`src/rtl/core/sdfd_pkg.sv`:
```
// Shared constants, types and helpers for the SPI slave dual-FIFO deframer.
package sdfd_pkg;

    localparam int FIFO_DEPTH  = 32;
    localparam int PACKET_LEN  = 11;
    localparam int PAYLOAD_LEN = PACKET_LEN - 1;

    localparam int PTR_W = (FIFO_DEPTH > 1) ? $clog2(FIFO_DEPTH) : 1;
    localparam int CNT_W = $clog2(FIFO_DEPTH + 1);
    localparam int PAY_W = $clog2(PAYLOAD_LEN);

    typedef logic [7:0]       byte_t;
    typedef logic [1:0]       opcode_t;
    typedef logic [PTR_W-1:0] ptr_t;
    typedef logic [CNT_W-1:0] cnt_t;
    typedef logic [PAY_W-1:0] pay_cnt_t;

    // Operation codes carried on the input channel.
    localparam opcode_t OP_XFER   = 2'd0;
    localparam opcode_t OP_POP    = 2'd1;
    localparam opcode_t OP_PUSH   = 2'd2;
    localparam opcode_t OP_PACKET = 2'd3;

    // Special byte values.
    localparam byte_t FILLER     = 8'hFD;
    localparam byte_t EMPTY_CODE = 8'hFE;
    localparam byte_t HEADER     = 8'hFF;

    localparam ptr_t     PTR_LAST   = PTR_W'(FIFO_DEPTH - 1);
    localparam cnt_t     DEPTH_CNT  = CNT_W'(FIFO_DEPTH);
    localparam cnt_t     PACKET_CNT = CNT_W'(PACKET_LEN);
    localparam pay_cnt_t PAY_LAST   = PAY_W'(PAYLOAD_LEN - 1);

    // Ring pointer advance with wrap at the FIFO depth.
    function automatic ptr_t ptr_inc(input ptr_t p);
        ptr_t r;
        if (p == PTR_LAST)
        begin
            r = '0;
        end
        else
        begin
            r = p + 1'b1;
        end
        return r;
    endfunction

endpackage

```
`src/rtl/core/sdfd_in_if.sv`:
```
// Input channel of the deframer: operation code and data byte with valid/ready.
interface sdfd_in_if;
    logic               valid;
    logic               ready;
    sdfd_pkg::opcode_t  opcode;
    sdfd_pkg::byte_t    data_in;

    modport source (output valid, output opcode, output data_in, input ready);
    modport sink   (input valid, input opcode, input data_in, output ready);
endinterface

```
`src/rtl/core/sdfd_out_if.sv`:
```
// Result channel of the deframer: data byte plus status flags with valid/ready.
interface sdfd_out_if;
    logic            valid;
    logic            ready;
    sdfd_pkg::byte_t data_out;
    logic            data_valid;
    logic            last_of_run;
    sdfd_pkg::byte_t shift_out_byte;
    logic            handshake_level;
    logic            rx_not_empty;
    logic            package_ready;
    logic            rx_overflow;
    logic            tx_dropped;

    modport source (
        output valid, output data_out, output data_valid, output last_of_run,
        output shift_out_byte, output handshake_level, output rx_not_empty,
        output package_ready, output rx_overflow, output tx_dropped,
        input ready
    );
    modport sink (
        input valid, input data_out, input data_valid, input last_of_run,
        input shift_out_byte, input handshake_level, input rx_not_empty,
        input package_ready, input rx_overflow, input tx_dropped,
        output ready
    );
endinterface

```
`src/rtl/core/spi_slave_dual_fifo_deframer.sv`:
```
// Byte-level SPI slave with receive and transmit ring FIFOs and a packet reader.
//
// The block takes one beat at a time on in_ch and returns its results on out_ch.
// A transfer-done beat queues the master's byte in the receive FIFO (the 0xFD
// filler is ignored, and a byte that finds the FIFO full is dropped with
// rx_overflow set), then loads the next transmit byte, or filler, into the out
// register and drives the request line. Host beats pop a receive byte (0xFE
// with data_valid low when empty), push a transmit byte (dropped with
// tx_dropped set when full), or read a packet: bytes ahead of the 0xFF header
// are discarded, then the header and ten payload bytes are taken and the ten
// payload bytes come out as ten result beats, the last one marked by
// last_of_run. A packet read that runs short of a whole packet gives one 0xFE
// result. Each FIFO is a memory with registered read data, walked by a small
// sequencer, and that read port sets the timing. A push, or a transfer with
// nothing to transmit, goes from acceptance straight to the result load; a
// pop first reads the receive memory, and a transfer with a transmit byte
// pending first reads the transmit memory and loads that byte into the out
// register. A packet read checks the fill level and tests one byte at a time
// until it meets the header, then reads and emits the payload bytes in turn;
// a read that runs short stops at the fill-level check. A result load waits
// while the previous result is still held. in_ch is ready again once the
// last result is loaded, while that result still waits to be taken. Status
// fields in every result show the state after the whole beat has been
// processed.
module spi_slave_dual_fifo_deframer (
    input  logic       clk,
    input  logic       rst_n,
    sdfd_in_if.sink    in_ch,
    sdfd_out_if.source out_ch
);
    import sdfd_pkg::*;

    // Sequencer state codes.
    localparam logic [2:0] ST_IDLE      = 3'd0;
    localparam logic [2:0] ST_XFER_LOAD = 3'd1;
    localparam logic [2:0] ST_POP_DATA  = 3'd2;
    localparam logic [2:0] ST_PK_CHECK  = 3'd3;
    localparam logic [2:0] ST_PK_TEST   = 3'd4;
    localparam logic [2:0] ST_PK_READ   = 3'd5;
    localparam logic [2:0] ST_PK_EMIT   = 3'd6;
    localparam logic [2:0] ST_EMIT      = 3'd7;

    // Control state.
    logic [2:0] state_reg, state_next;
    ptr_t       rx_head_reg, rx_head_next;
    ptr_t       rx_tail_reg, rx_tail_next;
    cnt_t       rx_count_reg, rx_count_next;
    ptr_t       tx_head_reg, tx_head_next;
    ptr_t       tx_tail_reg, tx_tail_next;
    cnt_t       tx_count_reg, tx_count_next;
    byte_t      out_register_reg, out_register_next;
    logic       chain_busy_reg, chain_busy_next;
    logic       request_line_reg, request_line_next;
    logic       ovf_reg, ovf_next;
    logic       drop_reg, drop_next;
    pay_cnt_t   pay_cnt_reg, pay_cnt_next;

    // Output register.
    logic       out_valid_reg;
    byte_t      out_data_reg;
    logic       out_dvalid_reg;
    logic       out_last_reg;
    byte_t      out_shift_reg;
    logic       out_hs_reg;
    logic       out_rxne_reg;
    logic       out_pkrdy_reg;
    logic       out_ovf_reg;
    logic       out_drop_reg;

    // FIFO storage and its registered read data.
    byte_t      rx_mem [FIFO_DEPTH];
    byte_t      tx_mem [FIFO_DEPTH];
    byte_t      rx_rd_data_reg;
    byte_t      tx_rd_data_reg;

    logic       rx_wr_en, rx_rd_en, tx_wr_en, tx_rd_en;
    logic       slot_free;
    logic       load_out;
    byte_t      load_data;
    logic       load_valid;
    logic       load_last;

    // The output slot can take a new result when empty or being drained now.
    assign slot_free   = !out_valid_reg || out_ch.ready;
    assign in_ch.ready = (state_reg == ST_IDLE);

    always_comb
    begin
        state_next        = state_reg;
        rx_head_next      = rx_head_reg;
        rx_tail_next      = rx_tail_reg;
        rx_count_next     = rx_count_reg;
        tx_head_next      = tx_head_reg;
        tx_tail_next      = tx_tail_reg;
        tx_count_next     = tx_count_reg;
        out_register_next = out_register_reg;
        chain_busy_next   = chain_busy_reg;
        request_line_next = request_line_reg;
        ovf_next          = ovf_reg;
        drop_next         = drop_reg;
        pay_cnt_next      = pay_cnt_reg;
        rx_wr_en          = 1'b0;
        rx_rd_en          = 1'b0;
        tx_wr_en          = 1'b0;
        tx_rd_en          = 1'b0;
        load_out          = 1'b0;
        load_data         = EMPTY_CODE;
        load_valid        = 1'b0;
        load_last         = 1'b1;

        case (state_reg)
            ST_IDLE:
            begin
                if (in_ch.valid)
                begin
                    ovf_next  = 1'b0;
                    drop_next = 1'b0;
                    case (in_ch.opcode)
                        OP_XFER:
                        begin
                            request_line_next = 1'b0;
                            if (in_ch.data_in != FILLER)
                            begin
                                if (rx_count_reg < DEPTH_CNT)
                                begin
                                    rx_wr_en      = 1'b1;
                                    rx_tail_next  = ptr_inc(rx_tail_reg);
                                    rx_count_next = rx_count_reg + 1'b1;
                                end
                                else
                                begin
                                    ovf_next = 1'b1;
                                end
                            end
                            if (tx_count_reg != '0)
                            begin
                                // The byte itself arrives from memory next cycle.
                                tx_rd_en          = 1'b1;
                                tx_head_next      = ptr_inc(tx_head_reg);
                                tx_count_next     = tx_count_reg - 1'b1;
                                request_line_next = 1'b1;
                                state_next        = ST_XFER_LOAD;
                            end
                            else
                            begin
                                out_register_next = FILLER;
                                chain_busy_next   = 1'b0;
                                state_next        = ST_EMIT;
                            end
                        end
                        OP_POP:
                        begin
                            if (rx_count_reg != '0)
                            begin
                                rx_rd_en      = 1'b1;
                                rx_head_next  = ptr_inc(rx_head_reg);
                                rx_count_next = rx_count_reg - 1'b1;
                                state_next    = ST_POP_DATA;
                            end
                            else
                            begin
                                state_next = ST_EMIT;
                            end
                        end
                        OP_PUSH:
                        begin
                            if (tx_count_reg == '0 && !chain_busy_reg)
                            begin
                                // Idle chain: the pushed byte goes straight out.
                                out_register_next = in_ch.data_in;
                                request_line_next = 1'b1;
                                chain_busy_next   = 1'b1;
                            end
                            else if (tx_count_reg < DEPTH_CNT)
                            begin
                                tx_wr_en      = 1'b1;
                                tx_tail_next  = ptr_inc(tx_tail_reg);
                                tx_count_next = tx_count_reg + 1'b1;
                            end
                            else
                            begin
                                drop_next = 1'b1;
                            end
                            state_next = ST_EMIT;
                        end
                        OP_PACKET:
                        begin
                            state_next = ST_PK_CHECK;
                        end
                        default:
                        begin
                            state_next = ST_EMIT;
                        end
                    endcase
                end
            end
            ST_XFER_LOAD:
            begin
                out_register_next = tx_rd_data_reg;
                state_next        = ST_EMIT;
            end
            ST_POP_DATA:
            begin
                if (slot_free)
                begin
                    load_out   = 1'b1;
                    load_data  = rx_rd_data_reg;
                    load_valid = 1'b1;
                    state_next = ST_IDLE;
                end
            end
            ST_PK_CHECK:
            begin
                if (rx_count_reg >= PACKET_CNT)
                begin
                    rx_rd_en   = 1'b1;
                    state_next = ST_PK_TEST;
                end
                else
                begin
                    state_next = ST_EMIT;
                end
            end
            ST_PK_TEST:
            begin
                rx_head_next = ptr_inc(rx_head_reg);
                if (rx_rd_data_reg == HEADER)
                begin
                    // Take the whole packet off the count now so that every
                    // payload result already reports the final fill level.
                    rx_count_next = rx_count_reg - PACKET_CNT;
                    pay_cnt_next  = '0;
                    state_next    = ST_PK_READ;
                end
                else
                begin
                    rx_count_next = rx_count_reg - 1'b1;
                    state_next    = ST_PK_CHECK;
                end
            end
            ST_PK_READ:
            begin
                rx_rd_en     = 1'b1;
                rx_head_next = ptr_inc(rx_head_reg);
                state_next   = ST_PK_EMIT;
            end
            ST_PK_EMIT:
            begin
                if (slot_free)
                begin
                    load_out   = 1'b1;
                    load_data  = rx_rd_data_reg;
                    load_valid = 1'b1;
                    load_last  = (pay_cnt_reg == PAY_LAST);
                    if (pay_cnt_reg == PAY_LAST)
                    begin
                        state_next = ST_IDLE;
                    end
                    else
                    begin
                        pay_cnt_next = pay_cnt_reg + 1'b1;
                        state_next   = ST_PK_READ;
                    end
                end
            end
            ST_EMIT:
            begin
                if (slot_free)
                begin
                    load_out   = 1'b1;
                    state_next = ST_IDLE;
                end
            end
            default:
            begin
                state_next = ST_IDLE;
            end
        endcase
    end

    always_ff @(posedge clk or negedge rst_n)
    begin
        if (!rst_n)
        begin
            state_reg        <= ST_IDLE;
            rx_head_reg      <= '0;
            rx_tail_reg      <= '0;
            rx_count_reg     <= '0;
            tx_head_reg      <= '0;
            tx_tail_reg      <= '0;
            tx_count_reg     <= '0;
            out_register_reg <= FILLER;
            chain_busy_reg   <= 1'b0;
            request_line_reg <= 1'b0;
            ovf_reg          <= 1'b0;
            drop_reg         <= 1'b0;
            pay_cnt_reg      <= '0;
            out_valid_reg    <= 1'b0;
        end
        else
        begin
            state_reg        <= state_next;
            rx_head_reg      <= rx_head_next;
            rx_tail_reg      <= rx_tail_next;
            rx_count_reg     <= rx_count_next;
            tx_head_reg      <= tx_head_next;
            tx_tail_reg      <= tx_tail_next;
            tx_count_reg     <= tx_count_next;
            out_register_reg <= out_register_next;
            chain_busy_reg   <= chain_busy_next;
            request_line_reg <= request_line_next;
            ovf_reg          <= ovf_next;
            drop_reg         <= drop_next;
            pay_cnt_reg      <= pay_cnt_next;
            if (load_out)
            begin
                out_valid_reg <= 1'b1;
            end
            else if (out_ch.ready)
            begin
                out_valid_reg <= 1'b0;
            end
        end
    end

    // Result payload; status is sampled once the beat's state updates are done.
    always_ff @(posedge clk)
    begin
        if (load_out)
        begin
            out_data_reg   <= load_data;
            out_dvalid_reg <= load_valid;
            out_last_reg   <= load_last;
            out_shift_reg  <= out_register_reg;
            out_hs_reg     <= request_line_reg;
            out_rxne_reg   <= (rx_count_reg != '0);
            out_pkrdy_reg  <= (rx_count_reg >= PACKET_CNT);
            out_ovf_reg    <= ovf_reg;
            out_drop_reg   <= drop_reg;
        end
    end

    // Receive FIFO memory: one write and one registered read per cycle.
    always_ff @(posedge clk)
    begin
        if (rx_wr_en)
        begin
            rx_mem[rx_tail_reg] <= in_ch.data_in;
        end
        if (rx_rd_en)
        begin
            rx_rd_data_reg <= rx_mem[rx_head_reg];
        end
    end

    // Transmit FIFO memory.
    always_ff @(posedge clk)
    begin
        if (tx_wr_en)
        begin
            tx_mem[tx_tail_reg] <= in_ch.data_in;
        end
        if (tx_rd_en)
        begin
            tx_rd_data_reg <= tx_mem[tx_head_reg];
        end
    end

    assign out_ch.valid           = out_valid_reg;
    assign out_ch.data_out        = out_data_reg;
    assign out_ch.data_valid      = out_dvalid_reg;
    assign out_ch.last_of_run     = out_last_reg;
    assign out_ch.shift_out_byte  = out_shift_reg;
    assign out_ch.handshake_level = out_hs_reg;
    assign out_ch.rx_not_empty    = out_rxne_reg;
    assign out_ch.package_ready   = out_pkrdy_reg;
    assign out_ch.rx_overflow     = out_ovf_reg;
    assign out_ch.tx_dropped      = out_drop_reg;

    // Neither FIFO count may ever pass the FIFO depth.
    assert property (@(posedge clk) disable iff (!rst_n)
        rx_count_reg <= DEPTH_CNT && tx_count_reg <= DEPTH_CNT)
        else $error("FIFO count beyond depth");

    // With the transmit chain idle nothing is queued and the request line is low.
    assert property (@(posedge clk) disable iff (!rst_n)
        !chain_busy_reg |-> (tx_count_reg == '0 && !request_line_reg))
        else $error("transmit chain idle with bytes pending");

    // A waiting result that is not the last of its beat belongs to a packet read.
    assert property (@(posedge clk) disable iff (!rst_n)
        (out_valid_reg && !out_last_reg) |->
            (state_reg == ST_PK_READ || state_reg == ST_PK_EMIT))
        else $error("non-final result outside a packet read");

    // A result without real data always carries the empty code.
    assert property (@(posedge clk) disable iff (!rst_n)
        (out_valid_reg && !out_dvalid_reg) |-> out_data_reg == EMPTY_CODE)
        else $error("empty result with wrong data code");

    // A packet header is only tested with a whole packet in the receive FIFO.
    assert property (@(posedge clk) disable iff (!rst_n)
        state_reg == ST_PK_TEST |-> rx_count_reg >= PACKET_CNT)
        else $error("packet header tested on a short FIFO");

endmodule
```
`src/flat_wrapper.sv`:
```
// flat-port wrapper written by rule: the top's interface ports become plain ports
module spi_slave_dual_fifo_deframer_flat import sdfd_pkg::*;
  (clk, rst_n, in_ch_valid, in_ch_opcode, in_ch_data_in, in_ch_ready, out_ch_valid, out_ch_data_out, out_ch_data_valid, out_ch_last_of_run, out_ch_shift_out_byte, out_ch_handshake_level, out_ch_rx_not_empty, out_ch_package_ready, out_ch_rx_overflow, out_ch_tx_dropped, out_ch_ready);
  sdfd_in_if in_ch_i ();
  sdfd_out_if out_ch_i ();
  input  logic clk;
  input  logic rst_n;
  input wire logic [$bits(in_ch_i.valid)-1:0] in_ch_valid;
  input wire logic [$bits(in_ch_i.opcode)-1:0] in_ch_opcode;
  input wire logic [$bits(in_ch_i.data_in)-1:0] in_ch_data_in;
  output wire logic [$bits(in_ch_i.ready)-1:0] in_ch_ready;
  output wire logic [$bits(out_ch_i.valid)-1:0] out_ch_valid;
  output wire logic [$bits(out_ch_i.data_out)-1:0] out_ch_data_out;
  output wire logic [$bits(out_ch_i.data_valid)-1:0] out_ch_data_valid;
  output wire logic [$bits(out_ch_i.last_of_run)-1:0] out_ch_last_of_run;
  output wire logic [$bits(out_ch_i.shift_out_byte)-1:0] out_ch_shift_out_byte;
  output wire logic [$bits(out_ch_i.handshake_level)-1:0] out_ch_handshake_level;
  output wire logic [$bits(out_ch_i.rx_not_empty)-1:0] out_ch_rx_not_empty;
  output wire logic [$bits(out_ch_i.package_ready)-1:0] out_ch_package_ready;
  output wire logic [$bits(out_ch_i.rx_overflow)-1:0] out_ch_rx_overflow;
  output wire logic [$bits(out_ch_i.tx_dropped)-1:0] out_ch_tx_dropped;
  input wire logic [$bits(out_ch_i.ready)-1:0] out_ch_ready;
  assign in_ch_i.valid = in_ch_valid;
  assign in_ch_i.opcode = in_ch_opcode;
  assign in_ch_i.data_in = in_ch_data_in;
  assign in_ch_ready = in_ch_i.ready;
  assign out_ch_valid = out_ch_i.valid;
  assign out_ch_data_out = out_ch_i.data_out;
  assign out_ch_data_valid = out_ch_i.data_valid;
  assign out_ch_last_of_run = out_ch_i.last_of_run;
  assign out_ch_shift_out_byte = out_ch_i.shift_out_byte;
  assign out_ch_handshake_level = out_ch_i.handshake_level;
  assign out_ch_rx_not_empty = out_ch_i.rx_not_empty;
  assign out_ch_package_ready = out_ch_i.package_ready;
  assign out_ch_rx_overflow = out_ch_i.rx_overflow;
  assign out_ch_tx_dropped = out_ch_i.tx_dropped;
  assign out_ch_i.ready = out_ch_ready;
  spi_slave_dual_fifo_deframer u_core (.clk(clk), .rst_n(rst_n), .in_ch(in_ch_i), .out_ch(out_ch_i));
endmodule
```
`config.mk`:
```
export PLATFORM = sky130hd
export DESIGN_NAME = spi_slave_dual_fifo_deframer_flat
export DESIGN_NICKNAME = d
export VERILOG_FILES = /design/src/rtl/core/sdfd_pkg.sv /design/src/rtl/core/sdfd_in_if.sv /design/src/rtl/core/sdfd_out_if.sv /design/src/rtl/core/spi_slave_dual_fifo_deframer.sv /design/src/flat_wrapper.sv
export SDC_FILE = /design/constraint.sdc
export NUM_CORES = 1
export LEC_CHECK = 0
export ABC_AREA = 1
export BUFFER_PORTS_ARGS = -buffer_cell sky130_fd_sc_hd__buf_2
export CAP_MARGIN = 40
export CORE_AREA = 2 2 211 213
export CTS_BUF_LIST = sky130_fd_sc_hd__clkbuf_4 sky130_fd_sc_hd__clkbuf_8
export CTS_CLUSTER_SIZE = 28
export DETAILED_ROUTE_END_ITERATION = 6
export DIE_AREA = 0 0 213 215
export GPL_TIMING_DRIVEN = 0
export PLACE_DENSITY = 0.78
export SLEW_MARGIN = 10
export SYNTH_ARGS = -nofsm -noshare
export SYNTH_HDL_FRONTEND = slang
export SYNTH_SLANG_ARGS = --single-unit
```
`constraint.sdc`:
```
create_clock -name clk -period 2.2 [get_ports clk]
set_clock_uncertainty 0.15 [all_clocks]
set_input_delay 0.44 -clock clk [delete_from_list [all_inputs] [get_ports clk]]
set_output_delay 0.44 -clock clk [all_outputs]
set_load 0.02 [all_outputs]
```
Yosys cells after proc, flatten, opt, wreduce, memory -nomap -nowiden
Memory sizes are Yosys's and may differ from the RTL's. A register that Yosys moved wholly into a read port is not among the register bits. Cells that the tools add are included.

Order comparisons: 3. Divide/modulo/power cells: 0. $add $sub $neg: 10. Bitwise gates (word level): 1. Shift operators: 0. Reductions and logical operators: 33. Muxes and demuxes: 75. Multiply operators: 0. Eq/ne operators: 36.

Operators by type and width (number): 6-bit 2-to-1 mux (8); 6-bit one-hot mux with 2 select lines (3); 5-bit 2-to-1 mux (7); 1-bit 2-to-1 mux (34); 8-bit one-hot mux with 2 select lines (2); 8-bit 2-to-1 mux (3); 3-bit 2-to-1 mux (7); 3-bit one-hot mux with 7 select lines (1); 5-bit by 1-bit adder with 5-bit output (second input constant) (4); 5-bit == test (second input constant) (4); 5-bit AND reduction (4); 2-bit by 1-bit inequality test with 1-bit output (second input constant) (8); 4-bit AND reduction (4); 6-bit by 1-bit adder with 6-bit output (second input constant) (2); 3-bit == test (second input constant) (4); 6-bit < comparator (second input constant) (2); 4-bit 2-to-1 mux (3); 3-bit by 2-bit inequality test with 1-bit output (second input constant) (4); 3-bit one-hot mux with 4 select lines (1); 6-bit AND reduction (2); 2-bit nonzero test (6); 6-bit nonzero test (2); 6-bit by 1-bit subtractor with 6-bit output (second input constant) (2); 5-bit one-hot mux with 2 select lines (1); other kinds (28) (40).

Latch bits: 0. Memory bits (writable): 512. Output and inout port bits: 25. ROM bits: 0. Input bits: 14. Flip-flop bits (word level): 75. Memories: 2.

Memories: u_core.rx_mem (depth 32, bits a word 8, rd ports 1, clocked after memory_dff 1, write ports 1, line spi_slave_dual_fifo_deframer.sv:71) `byte_t rx_mem [FIFO_DEPTH];`; u_core.tx_mem (depth 32, bits a word 8, rd ports 1, clocked after memory_dff 1, write ports 1, line spi_slave_dual_fifo_deframer.sv:72) `byte_t tx_mem [FIFO_DEPTH];`.

Longest topological paths before layout
Word-level depth: 8. Gate-level depth with buffers: 12. Gate-level depth less buffers: 12.

Worst setup path before layout
No wires, ideal clock.

Kind: reg-to-reg. Start: register u_core.state_reg[1]. End: memory u_core.rx_mem[15][0] in the netlist's numbering (enable). Slack: -0.124 ns. Path buffers: 0. Cell stages (with the launch flop): 8. Data arrival time: 1.791 ns. Cells stage by stage: dfrtp_1 > nor2_4 > nand2_4 > nor2_8 > nand4_1 > nor2_1 > nand2_1 > nor3_1.

Cells in the longest elaborated chain, start to end: 4.

RTL lines: from (decl) (line spi_slave_dual_fifo_deframer.sv:44) `logic [2:0] state_reg, state_next;`; from (signal assigned) (line spi_slave_dual_fifo_deframer.sv:302) `state_reg <= state_next;`; 3-bit zero test (line spi_slave_dual_fifo_deframer.sv:111) `case (state_reg)`; 1-bit 2-to-1 mux (line spi_slave_dual_fifo_deframer.sv:111); 1-bit 2-to-1 mux (line spi_slave_dual_fifo_deframer.sv:346) `if (rx_wr_en)`; 1-bit 2-to-1 mux (not written as such) (line spi_slave_dual_fifo_deframer.sv:348) `rx_mem[rx_tail_reg] <= in_ch.data_in;`; to (decl) (line spi_slave_dual_fifo_deframer.sv:71).

No other way between the ends.

Worst setup path after layout
Start: input port in_ch_opcode[0]. End: memory u_core.rx_mem[17][1] in the netlist's numbering (enable).

Cells in the longest elaborated chain, start to end: 6.

RTL lines: from (decl) (line flat_wrapper.sv:9) `input wire logic [$bits(in_ch_i.opcode)-1:0] in_ch_opcode;`; 2-bit zero test (line spi_slave_dual_fifo_deframer.sv:118) `case (in_ch.opcode)`; 1-bit 2-to-1 mux (line spi_slave_dual_fifo_deframer.sv:118); 1-bit 2-to-1 mux (line spi_slave_dual_fifo_deframer.sv:114) `if (in_ch.valid)`; 1-bit 2-to-1 mux (line spi_slave_dual_fifo_deframer.sv:111); 1-bit 2-to-1 mux (line spi_slave_dual_fifo_deframer.sv:346); 1-bit 2-to-1 mux (not written as such) (line spi_slave_dual_fifo_deframer.sv:348).

No other way between the ends.

==> summary.txt <==
Floorplan
  – Die width: 213 µm
  – Die height: 215 µm
  – IO Count: 39
  – Die area: 45800 µm²
  – Core Region: 43600 µm²
  – Initial Util: 0.585
  – Rows: 77

Timing
  – Final TNS setup: -3.56 ns
  – Final number of hold-violating endpoints: 0
  – Tightest Pin Transition: 0.769 ns
  – Final period util: 1.02
  – Worst setup margin: -0.0529 ns
  – Slew Limit Headroom: 0.488
  – Max Clk Rate: 444 MHz
  – Final setup vio count: 114
  – RSZ-0062 raised after global routing: yes
  – Max-slew violation count: 0
  – Fin crit period: 2.25 ns

Finish
  – Fillers: 2871
  – Most common cell after layout, fill and taps aside: edfxtp_1
  – Share of cells above drive strength 1: 0.202
  – Regs by FF count: u_core.rx_mem: 256 flops, u_core.tx_mem: 256 flops
  – Final net count: 2506
  – Ant diodes: 0
  – Commonest non-fill, non-tap cells in the layout: 551 x edfxtp_1, 484 x nand2_1, 256 x nand3_1, 220 x nor2_1, 149 x o21ai_0
  – Area delta synth->final: 18.7%
  – Final instance area: 30300 µm²

Hold path
  – WHS Endpoint: u_core.tx_mem[19][5]
  – Hold Crit Depth: 1
  – Min-delay src: in_ch_data_in[5]
  – Worst min path class: primary input to flop

Setup path
  – Crit-path max FO: 8
  – Worst path required time: 2.37 ns
  – R2R Path End: u_core.rx_mem[17][1]
  – Flop-to-flop setup slack: -0.04 ns
  – Worst setup EP type: flop
  – Setup CP Type: primary input to flop
  – WP data arrival: 2.42 ns
  – CP cell instances: buf_2 -> dlygate4sd3_1 -> nor2_2 -> nand3_1 -> nor2_4 -> buf_12 -> buf_12 -> nand2_8 -> nor2_4
  – Worst r2r src: u_core.state_reg[1]
  – Reg2Reg Depth: 10
  – Worst path slowest cell: dlygate4sd3_1
  – Crit path largest cell delay: 0.57 ns
  – Critical path startpoint category: primary input

Power
  – Largest vdd supply drop: 0.000782 V
  – PD cells: 1240 nW/µm²
  – Total power: 37.5 mW
  – Pleak: 11.1 nW

Detailed routing
  – Via count: 18800
  – Residual DRC: 0
  – Antenna Nets Post-Route: 0
  – WL per Instance: 21.6 µm
  – First-pass DRT Iterations: 6
  – Routed wire length: 67800 µm
  – Initial DRC Count: 2347
  – Vias/cell: 5.98

Flow run
  – Number of max-cap violations: 0

Logic synthesis
  – Synth unique cells: 42
  – Ys Warns: 0
  – Net Count, Synth: 2305
  – Ys flop type: edfxtp_1
  – Synthesized flop and latch total: 603
  – Syn_area_per_cell: 11.2 µm²
  – Number of synthesized flops with an enable pin: 551
  – Mapped Area: 25500 µm²
  – Syn Inst Count: 2270
  – Sequential area share after synthesis: 0.700
  – Ys async rst share: 0.0862

Clock network
  – Clock Pin Slew Worst Setup and Hold Paths: 0.07 ns
  – CTS tree: built
  – CTS Root Buffer Type: clkbuf_8
  – # H-tree levels: 3
  – Clock Latency Late Sink: 0.66 ns
  – Num CTS Buffers: 93
  – Clock sink count: 603
  – Max clock buf depth: 3

Place
  – Placed inst area: 26600 µm²
  – Gpl congestion: 0.959
  – Post-DP HPWL: 42000 µm
  – Port-buffer cells: 38

Outcome
  – Outcome: complete, but fails checks
  – Failing checks: negative setup slack

GRT
  – First-pass GRT wire length: 103000 µm
  – Antenna violations before repair: 1
  – Largest net degree at the start of global routing: 67
  – GRT overflow: 0
  – Total Routing Usage GR: 0.300
  – Vias in the first global route: 18600
-- report_power, final --
part           total (mW)  switching [mW]  internal (mW)
registers            14.1           0.548           13.5
logic                14.2            9.98           4.22
clock network        9.23            4.26           4.97
total                37.5            14.8           22.7
-- metrics by stage --
stage	utilization	worst slack, ns	instances	hold slack, ns
floorplan	-	-0.124	2270	-0.00559
global placement	0.606	-1.57	2900	0.285
detailed placement	0.610	-1.15	2909	0.291
CTS	0.685	0.000337	3127	0.0508
global route	0.694	-0.106	3135	0.00213
finish	0.694	-0.0529	3135	0.0330
-- worst max-delay path: cells and delay by family --
kind          cells  cell delay (ns)
simple gates      5             1.03
buf+inv           4             0.92
-- routing by layer --
layer | vias up | routed length, µm | GRT usage
li1 | 8332 | - | -
met1 | 8975 | 24500 | 0.383
met2 | 1206 | 32800 | 0.486
met3 | 246 | 7010 | 0.0620
met4 | 2 | 3540 | 0.153
met5 | - | 9 | 0
-- kinds of logic (layout without fill, tap and decap cells) --
logic type | Yosys count | after routing | share of synthesized area
buf+inv | 212 | 485 | 0.0348
flops | 603 | 603 | 0.700
xor+xnor | 16 | 16 | 0.00549
simple gates | 1124 | 1124 | 0.187
fa+ha+maj | 21 | 21 | 0.0103
compound gates | 294 | 294 | 0.0626
-- layout make-up --
type	count	area, µm²	share of cell area
clock buffers	135	1670	0.0552
inverters	101	405	0.0134
repair inverters	1	8.76	0.000289
well taps	592	741	0.0245
flip-flops and latches	603	17900	0.590
multi-input cells	1455	7560	0.250
clock inverters	32	163	0.00537
plain buffers	110	678	0.0224
repair buffers	106	1200	0.0397
-- synth_stat cells (all sizes together) (21+ instances only) --
cell type / number / area share
ha: 21 / 0.010
o21ai: 175 / 0.035
inv: 96 / 0.014
buf: 68 / 0.013
clkbuf: 43 / 0.0064
a21oi: 74 / 0.015
o211ai: 34 / 0.010
nor2: 309 / 0.047
or2: 24 / 0.0060
nand2: 506 / 0.076
dfrtp: 45 / 0.044
edfxtp: 551 / 0.65
nand3: 263 / 0.052
-- what timing repair did --
item,CTS,global route
buffers inserted,48,7
hold buffers,3,0
pin swaps,45,31
endpoints found under the setup margin,537,528
resized for setup,205,146
gates cloned,0,1
hold endpoints to repair,48,0
-- worst max-delay path by stage --
stage	startpoint	endpoint
after CTS	u_core.state_reg[1]	u_core.rx_mem[23][0]
final	in_ch_opcode[0]	u_core.rx_mem[17][1]
after floorplan	u_core.state_reg[1]	u_core.rx_mem[15][0]
after global placement	in_ch_data_in[1]	u_core.rx_mem[15][6]
after detailed placement	in_ch_data_in[5]	u_core.rx_mem[13][6]
after global routing	u_core.rx_tail_reg[3]	u_core.rx_mem[7][4]
Power figures use the tool's default switching activity.
